## src/sv/bouncing_circle_renderer_core_defines.svh

```systemverilog
// Assertion helpers used by the renderer core.
`ifndef BOUNCING_CIRCLE_RENDERER_CORE_DEFINES_SVH
`define BOUNCING_CIRCLE_RENDERER_CORE_DEFINES_SVH

// Same-cycle implication, gated off during reset.
`define BCR_ASSERT_NOW(label, ante, cons, msg) \
  label: assert property (@(posedge clk_i) disable iff (!rst_ni) (ante) |-> (cons)) \
    else $error(msg);

// Next-cycle implication, gated off during reset.
`define BCR_ASSERT_NEXT(label, ante, cons, msg) \
  label: assert property (@(posedge clk_i) disable iff (!rst_ni) (ante) |=> (cons)) \
    else $error(msg);

`endif

```

## src/sv/bcr_pkg.sv

```systemverilog
package bcr_pkg;

  localparam int CIRCLE_COUNT = 3;
  localparam int IDX_W = (CIRCLE_COUNT > 1) ? $clog2(CIRCLE_COUNT) : 1;

  localparam int POS_W = 20;
  localparam int VEL_W = 13;
  localparam int RAD_W = 16;
  localparam int PIX_W = 10;
  localparam int LIM_W = PIX_W + 8;

  typedef enum logic [1:0] {
    CMD_LOAD    = 2'd0,
    CMD_ADVANCE = 2'd1,
    CMD_QUERY   = 2'd2,
    CMD_UNUSED  = 2'd3
  } cmd_e;

  localparam logic [7:0] REG_FIELD_WIDTH  = 8'd0;
  localparam logic [7:0] REG_FIELD_HEIGHT = 8'd1;

  typedef struct packed {
    logic signed [POS_W-1:0] x;
    logic signed [POS_W-1:0] y;
    logic        [RAD_W-1:0] r;
    logic signed [VEL_W-1:0] vx;
    logic signed [VEL_W-1:0] vy;
  } circle_t;

  typedef struct packed {
    logic             valid;
    logic             first;
    logic             last;
    logic [IDX_W-1:0] idx;
  } probe_ctl_t;

  typedef struct packed {
    logic             valid;
    logic             filled;
    logic [IDX_W-1:0] hit;
  } probe_res_t;

endpackage

```

## src/sv/bcr_cell.sv

```systemverilog
module bcr_cell
  import bcr_pkg::*;
(
  input  logic    clk_i,
  input  logic    rst_ni,
  input  logic    load_i,
  input  circle_t load_data_i,
  input  logic    shift_i,
  input  circle_t shift_data_i,
  output circle_t circle_o
);

  circle_t circle_q;

  always_ff @(posedge clk_i or negedge rst_ni) begin
    if (!rst_ni) begin
      circle_q <= '0;
    end else if (load_i) begin
      circle_q <= load_data_i;
    end else if (shift_i) begin
      circle_q <= shift_data_i;
    end
  end

  assign circle_o = circle_q;

endmodule

```

## src/sv/bcr_bounce.sv

```systemverilog
module bcr_bounce
  import bcr_pkg::*;
(
  input  logic signed [POS_W-1:0] pos_i,
  input  logic signed [VEL_W-1:0] vel_i,
  input  logic        [RAD_W-1:0] rad_i,
  input  logic        [LIM_W-1:0] limit_i,
  output logic signed [POS_W-1:0] pos_o,
  output logic signed [VEL_W-1:0] vel_o
);

  localparam int EW = POS_W + 2;

  function automatic logic signed [VEL_W-1:0] neg_sat(input logic signed [VEL_W-1:0] v);
    logic signed [VEL_W-1:0] most_neg;
    most_neg = {1'b1, {(VEL_W-1){1'b0}}};
    if (v == most_neg) begin
      return ~most_neg;
    end
    return -v;
  endfunction

  logic signed [EW-1:0] p_e, r_e, lim_e, p1, sum;
  logic                 left, right;
  logic signed [VEL_W-1:0] v_neg, v1;

  always_comb begin
    p_e   = EW'(pos_i);
    r_e   = EW'($signed({1'b0, rad_i}));
    lim_e = EW'($signed({1'b0, limit_i}));
    left  = p_e < r_e;
    // the right test sees the centre as left by the left clamp
    right = left ? ((r_e + r_e) > lim_e) : ((p_e + r_e) > lim_e);
    if (right) begin
      p1 = lim_e - r_e;
    end else if (left) begin
      p1 = r_e;
    end else begin
      p1 = p_e;
    end
    v_neg = neg_sat(vel_i);
    if (left && right) begin
      v1 = neg_sat(v_neg);
    end else if (left || right) begin
      v1 = v_neg;
    end else begin
      v1 = vel_i;
    end
    sum = p1 + EW'(v1);
    if (sum > EW'($signed({1'b0, {(POS_W-1){1'b1}}}))) begin
      pos_o = {1'b0, {(POS_W-1){1'b1}}};
    end else if (sum < -EW'($signed({1'b0, 1'b1, {(POS_W-1){1'b0}}}))) begin
      pos_o = {1'b1, {(POS_W-1){1'b0}}};
    end else begin
      pos_o = sum[POS_W-1:0];
    end
    vel_o = v1;
  end

endmodule

```

## src/sv/bcr_probe.sv

```systemverilog
module bcr_probe
  import bcr_pkg::*;
(
  input  logic             clk_i,
  input  logic             rst_ni,
  input  probe_ctl_t       ctl_i,
  input  circle_t          circle_i,
  input  logic [PIX_W-1:0] pixel_x_i,
  input  logic [PIX_W-1:0] pixel_y_i,
  output probe_res_t       res_o
);

  localparam int DW = LIM_W + 3;        // signed pixel-minus-centre
  localparam int SW = 2 * DW - 2;       // square magnitude
  localparam int RSW = 2 * RAD_W;

  probe_ctl_t ctl1_q, ctl2_q;
  logic signed [DW-1:0]  dx1_q, dy1_q;
  logic [RAD_W-1:0]      r1_q;
  logic [SW-1:0]         dxs2_q, dys2_q;
  logic [RSW-1:0]        rs2_q;
  logic signed [2*DW-1:0] dxs, dys;
  logic                  found_q;
  logic [IDX_W-1:0]      hit_q;
  logic [SW:0]           dist_sum;
  logic                  in_circle, found_d;
  logic [IDX_W-1:0]      hit_d;

  always_ff @(posedge clk_i or negedge rst_ni) begin
    if (!rst_ni) begin
      ctl1_q  <= '0;
      ctl2_q  <= '0;
      found_q <= 1'b0;
    end else begin
      ctl1_q <= ctl_i;
      ctl2_q <= ctl1_q;
      if (ctl2_q.valid) begin
        found_q <= found_d;
      end
    end
  end

  assign dxs = dx1_q * dx1_q;
  assign dys = dy1_q * dy1_q;

  always_ff @(posedge clk_i) begin
    dx1_q  <= DW'($signed({1'b0, pixel_x_i, 8'b0})) - DW'(circle_i.x);
    dy1_q  <= DW'($signed({1'b0, pixel_y_i, 8'b0})) - DW'(circle_i.y);
    r1_q   <= circle_i.r;
    dxs2_q <= dxs[SW-1:0];
    dys2_q <= dys[SW-1:0];
    rs2_q  <= r1_q * r1_q;
    if (ctl2_q.valid) begin
      hit_q <= hit_d;
    end
  end

  // the first circle of a query starts from an empty match
  always_comb begin
    dist_sum  = {1'b0, dxs2_q} + {1'b0, dys2_q};
    in_circle = dist_sum < (SW+1)'(rs2_q);
    found_d   = in_circle || (!ctl2_q.first && found_q);
    if (in_circle && (ctl2_q.first || !found_q)) begin
      hit_d = ctl2_q.idx;
    end else if (ctl2_q.first) begin
      hit_d = '0;
    end else begin
      hit_d = hit_q;
    end
    res_o.valid  = ctl2_q.valid && ctl2_q.last;
    res_o.filled = found_d;
    res_o.hit    = hit_d;
  end

endmodule

```

## src/sv/bouncing_circle_renderer_core.sv

```systemverilog
// Bouncing circle renderer: a ring of circle cells with x and y bounce units
// and one distance unit at its head.
// Input stream s_axis: tuser carries the command (load, advance, query),
// tdata the circle fields and the pixel. Output stream m_axis: one word per
// input word, filled and circle_hit (zero for anything but a query).
// Configuration: cfg_valid_i/cfg_ready_o with register index 0 field width,
// 1 field height; write only while no word is in flight.
// Load and unused commands pass from input accept through the staging
// register into m_axis. Advance rotates all CIRCLE_COUNT cells through the
// bounce units, one per cycle. Query rotates the same ring through the
// two-stage squared-distance pipeline. The block takes no new word before
// the last is done: the next word is taken once the result has moved from
// the staging register into m_axis, so one result may wait in m_axis while
// the next word runs.
// Reset zeroes every circle and sets the field to 70 by 14 pixels.
// A stalled m_axis holds its word; once the staging register is also full,
// s_axis_tready stays low.
module bouncing_circle_renderer_core
  import bcr_pkg::*;
(
  input  logic         clk_i,
  input  logic         rst_ni,
  input  logic         s_axis_tvalid,
  output logic         s_axis_tready,
  // circle_index[1:0], load_x[21:2], load_y[41:22], load_radius[57:42],
  // load_vel_x[70:58], load_vel_y[83:71], pixel_x[93:84], pixel_y[103:94]
  input  logic [103:0] s_axis_tdata,
  // command[1:0]
  input  logic [1:0]   s_axis_tuser,
  output logic         m_axis_tvalid,
  input  logic         m_axis_tready,
  // filled[0], circle_hit[2:1], zero[7:3]
  output logic [7:0]   m_axis_tdata,
  input  logic         cfg_valid_i,
  output logic         cfg_ready_o,
  input  logic [7:0]   cfg_index_i,
  input  logic [9:0]   cfg_data_i
);

  `include "bouncing_circle_renderer_core_defines.svh"

  typedef enum logic [1:0] {
    S_IDLE,
    S_ROT,
    S_WAIT
  } state_e;

  localparam logic [IDX_W-1:0] LAST_IDX = IDX_W'(CIRCLE_COUNT - 1);

  state_e           state_q;
  logic [IDX_W-1:0] cnt_q;
  logic             adv_q;
  logic             pend_q, m_valid_q;
  logic             pend_filled_q, out_filled_q;
  logic [1:0]       pend_hit_q, out_hit_q;
  logic [PIX_W-1:0] field_w_q, field_h_q, px_q, py_q;

  cmd_e       cmd;
  logic       in_fire, load_fire, rot_start, rot, last_step, out_load;
  logic       pend_set, pend_filled_d;
  logic [1:0] pend_hit_d;
  circle_t    load_data, tail_in, bounced;
  circle_t    cell_q [CIRCLE_COUNT];
  probe_ctl_t probe_ctl;
  probe_res_t probe_res;

  assign cmd           = cmd_e'(s_axis_tuser);
  assign s_axis_tready = (state_q == S_IDLE) && !pend_q;
  assign in_fire       = s_axis_tvalid && s_axis_tready;
  assign load_fire     = in_fire && (cmd == CMD_LOAD);
  assign rot_start     = in_fire && ((cmd == CMD_ADVANCE) || (cmd == CMD_QUERY));
  assign rot           = (state_q == S_ROT);
  assign last_step     = rot && (cnt_q == LAST_IDX);
  assign out_load      = pend_q && (!m_valid_q || m_axis_tready);
  assign cfg_ready_o   = 1'b1;

  assign load_data.x  = s_axis_tdata[21:2];
  assign load_data.y  = s_axis_tdata[41:22];
  assign load_data.r  = s_axis_tdata[57:42];
  assign load_data.vx = s_axis_tdata[70:58];
  assign load_data.vy = s_axis_tdata[83:71];

  // the head cell feeds the tail, through the bounce units on an advance
  for (genvar k = 0; k < CIRCLE_COUNT; k++) begin : g_ring
    circle_t shift_in;
    if (k == CIRCLE_COUNT - 1) begin : g_tail
      assign shift_in = tail_in;
    end else begin : g_mid
      assign shift_in = cell_q[k+1];
    end
    bcr_cell u_cell (
      .clk_i       (clk_i),
      .rst_ni      (rst_ni),
      .load_i      (load_fire && (int'(s_axis_tdata[1:0]) == k)),
      .load_data_i (load_data),
      .shift_i     (rot),
      .shift_data_i(shift_in),
      .circle_o    (cell_q[k])
    );
  end

  bcr_bounce u_bounce_x (
    .pos_i  (cell_q[0].x),
    .vel_i  (cell_q[0].vx),
    .rad_i  (cell_q[0].r),
    .limit_i({field_w_q, 8'b0}),
    .pos_o  (bounced.x),
    .vel_o  (bounced.vx)
  );

  bcr_bounce u_bounce_y (
    .pos_i  (cell_q[0].y),
    .vel_i  (cell_q[0].vy),
    .rad_i  (cell_q[0].r),
    .limit_i({field_h_q, 8'b0}),
    .pos_o  (bounced.y),
    .vel_o  (bounced.vy)
  );

  assign bounced.r = cell_q[0].r;
  assign tail_in   = adv_q ? bounced : cell_q[0];

  assign probe_ctl.valid = rot && !adv_q;
  assign probe_ctl.first = (cnt_q == '0);
  assign probe_ctl.last  = (cnt_q == LAST_IDX);
  assign probe_ctl.idx   = cnt_q;

  bcr_probe u_probe (
    .clk_i    (clk_i),
    .rst_ni   (rst_ni),
    .ctl_i    (probe_ctl),
    .circle_i (cell_q[0]),
    .pixel_x_i(px_q),
    .pixel_y_i(py_q),
    .res_o    (probe_res)
  );

  always_comb begin
    pend_set      = 1'b0;
    pend_filled_d = 1'b0;
    pend_hit_d    = 2'b00;
    if (in_fire && (cmd != CMD_ADVANCE) && (cmd != CMD_QUERY)) begin
      pend_set = 1'b1;
    end
    if (last_step && adv_q) begin
      pend_set = 1'b1;
    end
    if ((state_q == S_WAIT) && probe_res.valid) begin
      pend_set      = 1'b1;
      pend_filled_d = probe_res.filled;
      pend_hit_d    = 2'(probe_res.hit);
    end
  end

  always_ff @(posedge clk_i or negedge rst_ni) begin
    if (!rst_ni) begin
      state_q   <= S_IDLE;
      cnt_q     <= '0;
      adv_q     <= 1'b0;
      pend_q    <= 1'b0;
      m_valid_q <= 1'b0;
    end else begin
      case (state_q)
        S_IDLE: begin
          if (rot_start) begin
            state_q <= S_ROT;
            cnt_q   <= '0;
            adv_q   <= (cmd == CMD_ADVANCE);
          end
        end
        S_ROT: begin
          if (last_step) begin
            state_q <= adv_q ? S_IDLE : S_WAIT;
            adv_q   <= 1'b0;
          end else begin
            cnt_q <= cnt_q + 1'b1;
          end
        end
        S_WAIT: begin
          if (probe_res.valid) begin
            state_q <= S_IDLE;
          end
        end
        default: begin
          state_q <= S_IDLE;
        end
      endcase
      if (pend_set) begin
        pend_q <= 1'b1;
      end else if (out_load) begin
        pend_q <= 1'b0;
      end
      if (out_load) begin
        m_valid_q <= 1'b1;
      end else if (m_axis_tready) begin
        m_valid_q <= 1'b0;
      end
    end
  end

  always_ff @(posedge clk_i) begin
    if (in_fire) begin
      px_q <= s_axis_tdata[93:84];
      py_q <= s_axis_tdata[103:94];
    end
    if (pend_set) begin
      pend_filled_q <= pend_filled_d;
      pend_hit_q    <= pend_hit_d;
    end
    if (out_load) begin
      out_filled_q <= pend_filled_q;
      out_hit_q    <= pend_hit_q;
    end
  end

  always_ff @(posedge clk_i or negedge rst_ni) begin
    if (!rst_ni) begin
      field_w_q <= 10'd70;
      field_h_q <= 10'd14;
    end else if (cfg_valid_i && cfg_ready_o) begin
      if (cfg_index_i == REG_FIELD_WIDTH) begin
        field_w_q <= cfg_data_i;
      end else if (cfg_index_i == REG_FIELD_HEIGHT) begin
        field_h_q <= cfg_data_i;
      end
    end
  end

  assign m_axis_tvalid = m_valid_q;
  assign m_axis_tdata  = {5'b0, out_hit_q, out_filled_q};

  `BCR_ASSERT_NOW(a_cnt_range, (state_q == S_ROT), (cnt_q <= LAST_IDX), "count past last cell")
  `BCR_ASSERT_NEXT(a_rot_start, rot_start, (state_q == S_ROT), "ring did not start")
  `BCR_ASSERT_NOW(a_probe_wait, probe_res.valid, (state_q == S_WAIT), "result outside wait")
  `BCR_ASSERT_NOW(a_pend_idle, pend_q, (state_q == S_IDLE), "staged result while busy")

endmodule

```

## config.mk

```make
export PLATFORM = sky130hd
export DESIGN_NAME = bouncing_circle_renderer_core
export DESIGN_NICKNAME = d
export VERILOG_FILES = /design/src/sv/bcr_pkg.sv /design/src/sv/bcr_cell.sv /design/src/sv/bcr_bounce.sv /design/src/sv/bcr_probe.sv /design/src/sv/bouncing_circle_renderer_core.sv
export VERILOG_INCLUDE_DIRS = /design/src /design/src/sv
export SDC_FILE = /design/constraint.sdc
export NUM_CORES = 2
export LEC_CHECK = 0
export BUFFER_PORTS_ARGS = -buffer_cell sky130_fd_sc_hd__buf_2
export CAP_MARGIN = 5
export CORE_MARGIN = 4
export CORE_UTILIZATION = 61
export DETAILED_ROUTE_END_ITERATION = 12
export PLACE_DENSITY = 0.83
export SYNTH_ARGS = -nofsm -noshare
export SYNTH_HDL_FRONTEND = slang
export SYNTH_SLANG_ARGS = --single-unit
```

## constraint.sdc

```tcl
create_clock -name clk_i -period 14.47 [get_ports clk_i]
set_input_delay 0 -clock clk_i [delete_from_list [all_inputs] [get_ports clk_i]]
set_output_delay 0 -clock clk_i [all_outputs]
set_load 0.005 [all_outputs]
```

# Word level (Yosys, flattened, before mapping)
# Index checks and enable logic that the tools add are counted.
[word_totals]
output_inout_bits = 11
in_bits = 129
ff_bits = 482
[op_classes]
eq_ne = 18
n_reduce_logical = 46
n_mul = 3
n_bitwise = 1
add_sub_neg = 15
order_cmp = 11
n_mux = 55
[op_table]
columns = ["op", "count"]
rows = [
  ["$mux 82", 7],
  ["$mux 13", 12],
  ["$gt 22x19->1", 4],
  ["$mux 22", 4],
  ["$mul 21x21->40", 2],
  ["$mux 20", 4],
  ["$eq 13x13->1 const B", 4],
  ["$neg 13->13", 4],
  ["$add 22x13->22", 2],
  ["$gt 22x20->1 const B", 2],
  ["$lt 22x20->1 const B", 2],
  ["$add 20x17->21", 2],
  ["$sub 19x20->21", 2],
  ["$add 40x40->41", 1],
  ["$lt 41x32->1", 1],
  ["$lt 20x17->1", 2],
  ["$sub 18x16->19", 2],
  ["$mul 16x16->32", 1],
  ["$logic_and 1x1->1", 19],
  ["$add 16x16->17", 1],
  ["$mux 1", 17],
  ["$mux 2", 8],
  ["$reduce_and 3->1", 4],
  ["$reduce_bool 2->1", 6],
  ["15 further kinds", 36],
]

# Logic depth before layout (Yosys ltp)
[logic_depth]
depth_word = 15
depth_mapped = 50
mapped_depth_nobuf = 46

# Hierarchy
# A second synthesis with hierarchy kept.
[unflattened]
cells_unflattened = 7390
hier_area_um2 = 68067.8
[modules_own_cells]
columns = ["mod", "n_inst", "area_per_inst_um2", "cells_each"]
rows = [
  ["bcr_probe", 1, 42963.7, 4589],
  ["bcr_cell", 3, 3856.2, 355],
  ["bcr_bounce (u_bounce_x)", 1, 5421.4, 800],
  ["bcr_bounce (u_bounce_y)", 1, 5191.2, 728],
  ["bouncing_circle_renderer_core", 1, 2922.8, 208],
]

# Worst setup path after synthesis
# No wires, ideal clock.
[synth_timing]
kind = "reg2reg"
from = "reg g_ring[0].u_cell.circle_q, in the netlist g_ring[0].u_cell.circle_o[27]"
to = "reg g_ring[2].u_cell.circle_q, in the netlist g_ring[2].u_cell.circle_o[63]"
setup_ns = 0.077
n_path_buf = 2
required_time_ns = 14.393
slack_ns = 5.437
stages_incl_launch_ff = 49
arrival_time_ns = 8.955
synth_period_minus_slack_ns = 9.033
cell_sequence = "dfrtp_1 inv_1 ha_1 nand2b_1 a21oi_1 o21bai_1 a21oi_1 o21bai_1 a21oi_1 o21bai_1 a21oi_1 nor2_1 xor2_1 ha_1 nor2b_1 o21a_1 o21a_1 o21a_1 [... 13 more ...] fa_1 a21o_1 a21oi_1 o21bai_1 a21oi_1 o21bai_1 a21oi_1 o21bai_1 a21o_1 a211oi_1 o31ai_1 o21ai_0 nand3b_1 and3_1 o21ai_1 clkbuf_1 o211ai_1 a21oi_1"
[synth_between]
elab_chain_len = 13
elab_cells_between_ends = 21
cone_classes = "4 x add/sub; 5 x order compare; 10 x mux; 2 x reduce/logical"
[synth_rtl]
columns = ["element", "line_no", "text"]
rows = [
  ["from (decl)", "bcr_cell.sv:13", "circle_t circle_q;"],
  ["from (signal assigned)", "bcr_cell.sv:19", "circle_q <= load_data_i;"],
  ["from (signal assigned)", "bcr_cell.sv:21", "circle_q <= shift_data_i;"],
  ["$add 20x17->21 / $add 16x16->17 (equally long branches)", "bcr_bounce.sv:33", "right = left ? ((r_e + r_e) > lim_e) : ((p_e + r_e) > lim_e);"],
  ["$gt 22x19->1", "bcr_bounce.sv:33", ""],
  ["$mux 1", "bcr_bounce.sv:33", ""],
  ["$logic_or 1x1->1", "bcr_bounce.sv:44", "end else if (left || right) begin"],
  ["$mux 13", "bcr_bounce.sv:44", ""],
  ["$mux 13", "bcr_bounce.sv:42", "if (left && right) begin"],
  ["$add 22x13->22 (*)", "bcr_bounce.sv:49", "sum = p1 + EW'(v1);"],
  ["$lt 22x20->1", "bcr_bounce.sv:52", "end else if (sum < -EW'($signed({1'b0, 1'b1, {(POS_W-1){1'b0}}}))) begin"],
  ["$mux 20", "bcr_bounce.sv:52", ""],
  ["$mux 20 (*)", "bcr_bounce.sv:50", "if (sum > EW'($signed({1'b0, {(POS_W-1){1'b1}}}))) begin"],
  ["$mux 82 (*)", "bouncing_circle_renderer_core.sv:121", "assign tail_in = adv_q ? bounced : cell_q[0];"],
  ["$mux 82 (*)", "bcr_cell.sv:20", "end else if (shift_i) begin"],
  ["$mux 82 (*)", "bcr_cell.sv:18", "end else if (load_i) begin"],
  ["to (signal assigned)", "bcr_cell.sv:19", ""],
  ["to (signal assigned)", "bcr_cell.sv:21", ""],
  ["to (decl)", "bcr_cell.sv:13", ""],
]
# Every way passes the cells marked *; elsewhere a longest branch is shown, timed or not. The select of a mux whose other input is x is not followed.
# A chain may end at the register's enable or synchronous reset.

# Final worst setup path
[layout_timing]
from = "reg g_ring[0].u_cell.circle_q, in the netlist g_ring[0].u_cell.circle_o[27]"
to = "reg g_ring[2].u_cell.circle_q, in the netlist g_ring[2].u_cell.circle_o[66]"
# The elaborated chain is that of the path after synthesis.

==> flow_metrics.tcl <==
set metrics [dict create \
    status "complete, no violations" \
    avgSynthCellArea_um2 9.22 \
    post-synth-top-area-fraction_pct 31.1 \
    cts_setup_buffers 0 \
    synth_top_family_by_area "adder cells" \
    final_core_util_pct 67.0 \
    die_h_um 330 \
    hold_viol_final 0 \
    yosysTopAreaCell "fa_1" \
    area_growth_pct 8.56 \
    cts-resized-gates 0 \
    root_buffer "clkbuf_16" \
    core_um2 102000 \
    drc 0 \
    cts_tree "built" \
    netlist_area_um2 63100 \
    num_rows 117 \
    tightest_slew_ps 1250 \
    fmax_mhz 92.7 \
    cp.required_ps 15050 \
    synthXorXnorAreaFrac_pct 4.05 \
    synth_warnings 0 \
    antenna_found_initial 7 \
    timing.final.crit_share_pct 74.6 \
    grt_pass1_vias 52500 \
    synth_common_cells "1256 x inv_1, 981 x fa_1, 793 x nand2_1, 586 x ha_1, 329 x nor2_1" \
    synth_cell_types 100 \
    async_reset_ff_share_pct 59.3 \
    fin_skew_ps 37.0 \
    rsz0062_at_grt "no" \
    path_class "reg2reg" \
    clkTransAtPathRegs_ps 70 \
    die_w_um 330 \
    cts_buffers 55 \
    initial_core_util_pct 61.7 \
    ys_seq_elements 479 \
    crit_path_frequent_cell "a21oi_1" \
    finalSetupTns_ps 0 \
    dieArea_um2 109000 \
    dp.cells 8172 \
    hold_class "in2reg" \
    track_usage_pct 32.1 \
    ant_nets 0 \
    port_buffers 133 \
    clockBufferDepth 3 \
    first_pass_iters 6 \
    layout_setup_ws_ps 3680 \
    worst_setup_path_end_kind "register" \
    initialDrtViolationCount 3569 \
    synth_edf_count 28 \
    syn_inst 6844 \
    overflow 0 \
    vias_per_cell 5.85 \
    yosys.area_share.simple_pct 13.7 \
    synthAdderAreaFrac_pct 42.8 \
    nets 8692 \
    relSlewSlack_pct 16.1 \
    num_vias 49200 \
    synth_flop_cell "dfrtp_1" \
    critical_path.startpoint_type "register" \
    ys_top_cells_by_area "fa_1 31%, ha_1 12%, dfrtp_1 11%, inv_1 7.5%, dfxtp_1 5.3%" \
    clock_sinks 479 \
    clk_latency_ps 680 \
    cp.arrival_ps 11370 \
    final_layout_size_suffix_gt1_share_pct 5.61 \
    grt_pass1_wl_um 275000 \
    pre_cts_slack_ps 3940 \
    period_needed_ps 10790 \
    wl_per_cell_um 20.3 \
    cp_max_fo 22 \
    routabilityCongestion 0.963 \
    synthMuxAreaShare_pct 0.871 \
    seq_area_frac_synth_pct 17.9 \
    synth-compound-area-share_pct 11.6 \
    critPathMaxStageDelay_ps 960 \
    dp_hpwl_um 130000 \
    grt_max_degree 155 \
    final_max_slew_viol_count 0 \
    setup_violations 0 \
    crit_slowest_cell "nor2_1" \
    maxCapViolations 0 \
    io_pins 140 \
    htree_num_levels 2 \
    fin_cells 8412 \
    wl_um 171000 \
    synth.most_common_cell "inv_1" \
]
## registers in the layout, indices dropped and copies added (netlist names), 2 cells and up
name and count:
cnt_q 2, field_h_q 10, field_w_q 10, g_ring.u_cell.circle_o 246, out_hit_q 2, pend_hit_q 2, px_q 10, py_q 10
state_q 2, u_probe.ctl1_q 5, u_probe.ctl2_q 5, u_probe.dx1_q 21, u_probe.dxs2_q 39, u_probe.dy1_q 21, u_probe.dys2_q 39, u_probe.hit_q 2
u_probe.r1_q 16, u_probe.rs2_q 31
## final timing paths
kind / slack, ps / cells past startpoint / end / from
setup / recovery: 3680 / 47 / g_ring[2].u_cell.circle_o[66]$_DFFE_PN0P_ / g_ring[0].u_cell.circle_o[27]$_DFFE_PN0P_
hold / removal: 30 / 2 / px_q[9]$_DFFE_PP_ / s_axis_tdata[93]
setup reg to reg: 3680 / 47 / g_ring[2].u_cell.circle_o[66]$_DFFE_PN0P_ / g_ring[0].u_cell.circle_o[27]$_DFFE_PN0P_
hold reg to reg: 350 / 0 / u_probe.ctl2_q[1]$_DFF_PN0_ / u_probe.ctl1_q[1]$_DFF_PN0_
min in group asynchronous: 520 / 3 / field_w_q[6]$_DFFE_PN1P_ / rst_ni
max in group asynchronous: 12930 / 4 / g_ring[1].u_cell.circle_o[53]$_DFFE_PN0P_ / rst_ni
## cells in the final DEF, fill, tap and decap left out, types with 199 or more instances in the layout
master,count
fa_1,981
nand2_1,793
o21ai_0,205
inv_1,1256
dfrtp_1,278
a22oi_1,199
xnor2_1,209
ha_1,586
a21oi_1,290
and2_1,271
nor2_1,324
## layer usage
metal / vias up / GRT usage [%] / share of wire, %
li1: 22200 / - / -
met3: 597 / 5.51 / 7.9
met5: - / 0 / 0.0076
met2: 2166 / 54.8 / 49
met1: 24300 / 39.4 / 37
met4: 2 / 16.6 / 6.0
## stage by stage
| stage | hold WS [ps] | cell area [µm²] |
|---|---|---|
| floorplan | -296 | 63100 |
| global placement | 29.5 | 65100 |
| detailed placement | 33.0 | 65100 |
| CTS | 3.13 | 68500 |
| global route | 25.5 | 68500 |
| finish | 32.4 | 68500 |
## layout make-up
cell class | count | area, µm²
fillers | 7752 | 33700
flip-flops and latches | 479 | 11300
diodes | 2 | 5.00
clock inverters | 26 | 350
clock buffers | 77 | 1620
inverters | 1257 | 4720
multi-input cells | 4858 | 46100
repair buffers | 345 | 2640
well taps | 1368 | 1710
## timing repair
| action | CTS | global route |
|---|---|---|
| hold buffers | 135 | 0 |
| endpoints found under the hold margin | 374 | 0 |
| endpoints found under the setup margin | 0 | 0 |
## critical path: cells and delay by family (launching register included)
family / cells / cell delay (ps)
AOI/OAI and AO/OA: 31 / 6170
and+or+nand+nor: 9 / 1910
adders and majority gates: 3 / 1130
xor gates and xnor gates: 1 / 80
buffers and inverters: 3 / 750
DFF: 1 / 650
## cell families after synthesis
| kind of cell | count (synthesis) |
|---|---|
| and+or+nand+nor | 1831 |
| adders and majority gates | 1567 |
| buffers and inverters | 1511 |
| AOI/OAI and AO/OA | 1110 |
| DFF | 479 |
| xor gates and xnor gates | 292 |
| muxes | 52 |
| other | 2 |
Power is left out: the tool's default activity adds up to more than one toggle a clock period on the data nets, which glitch-free logic cannot reach.
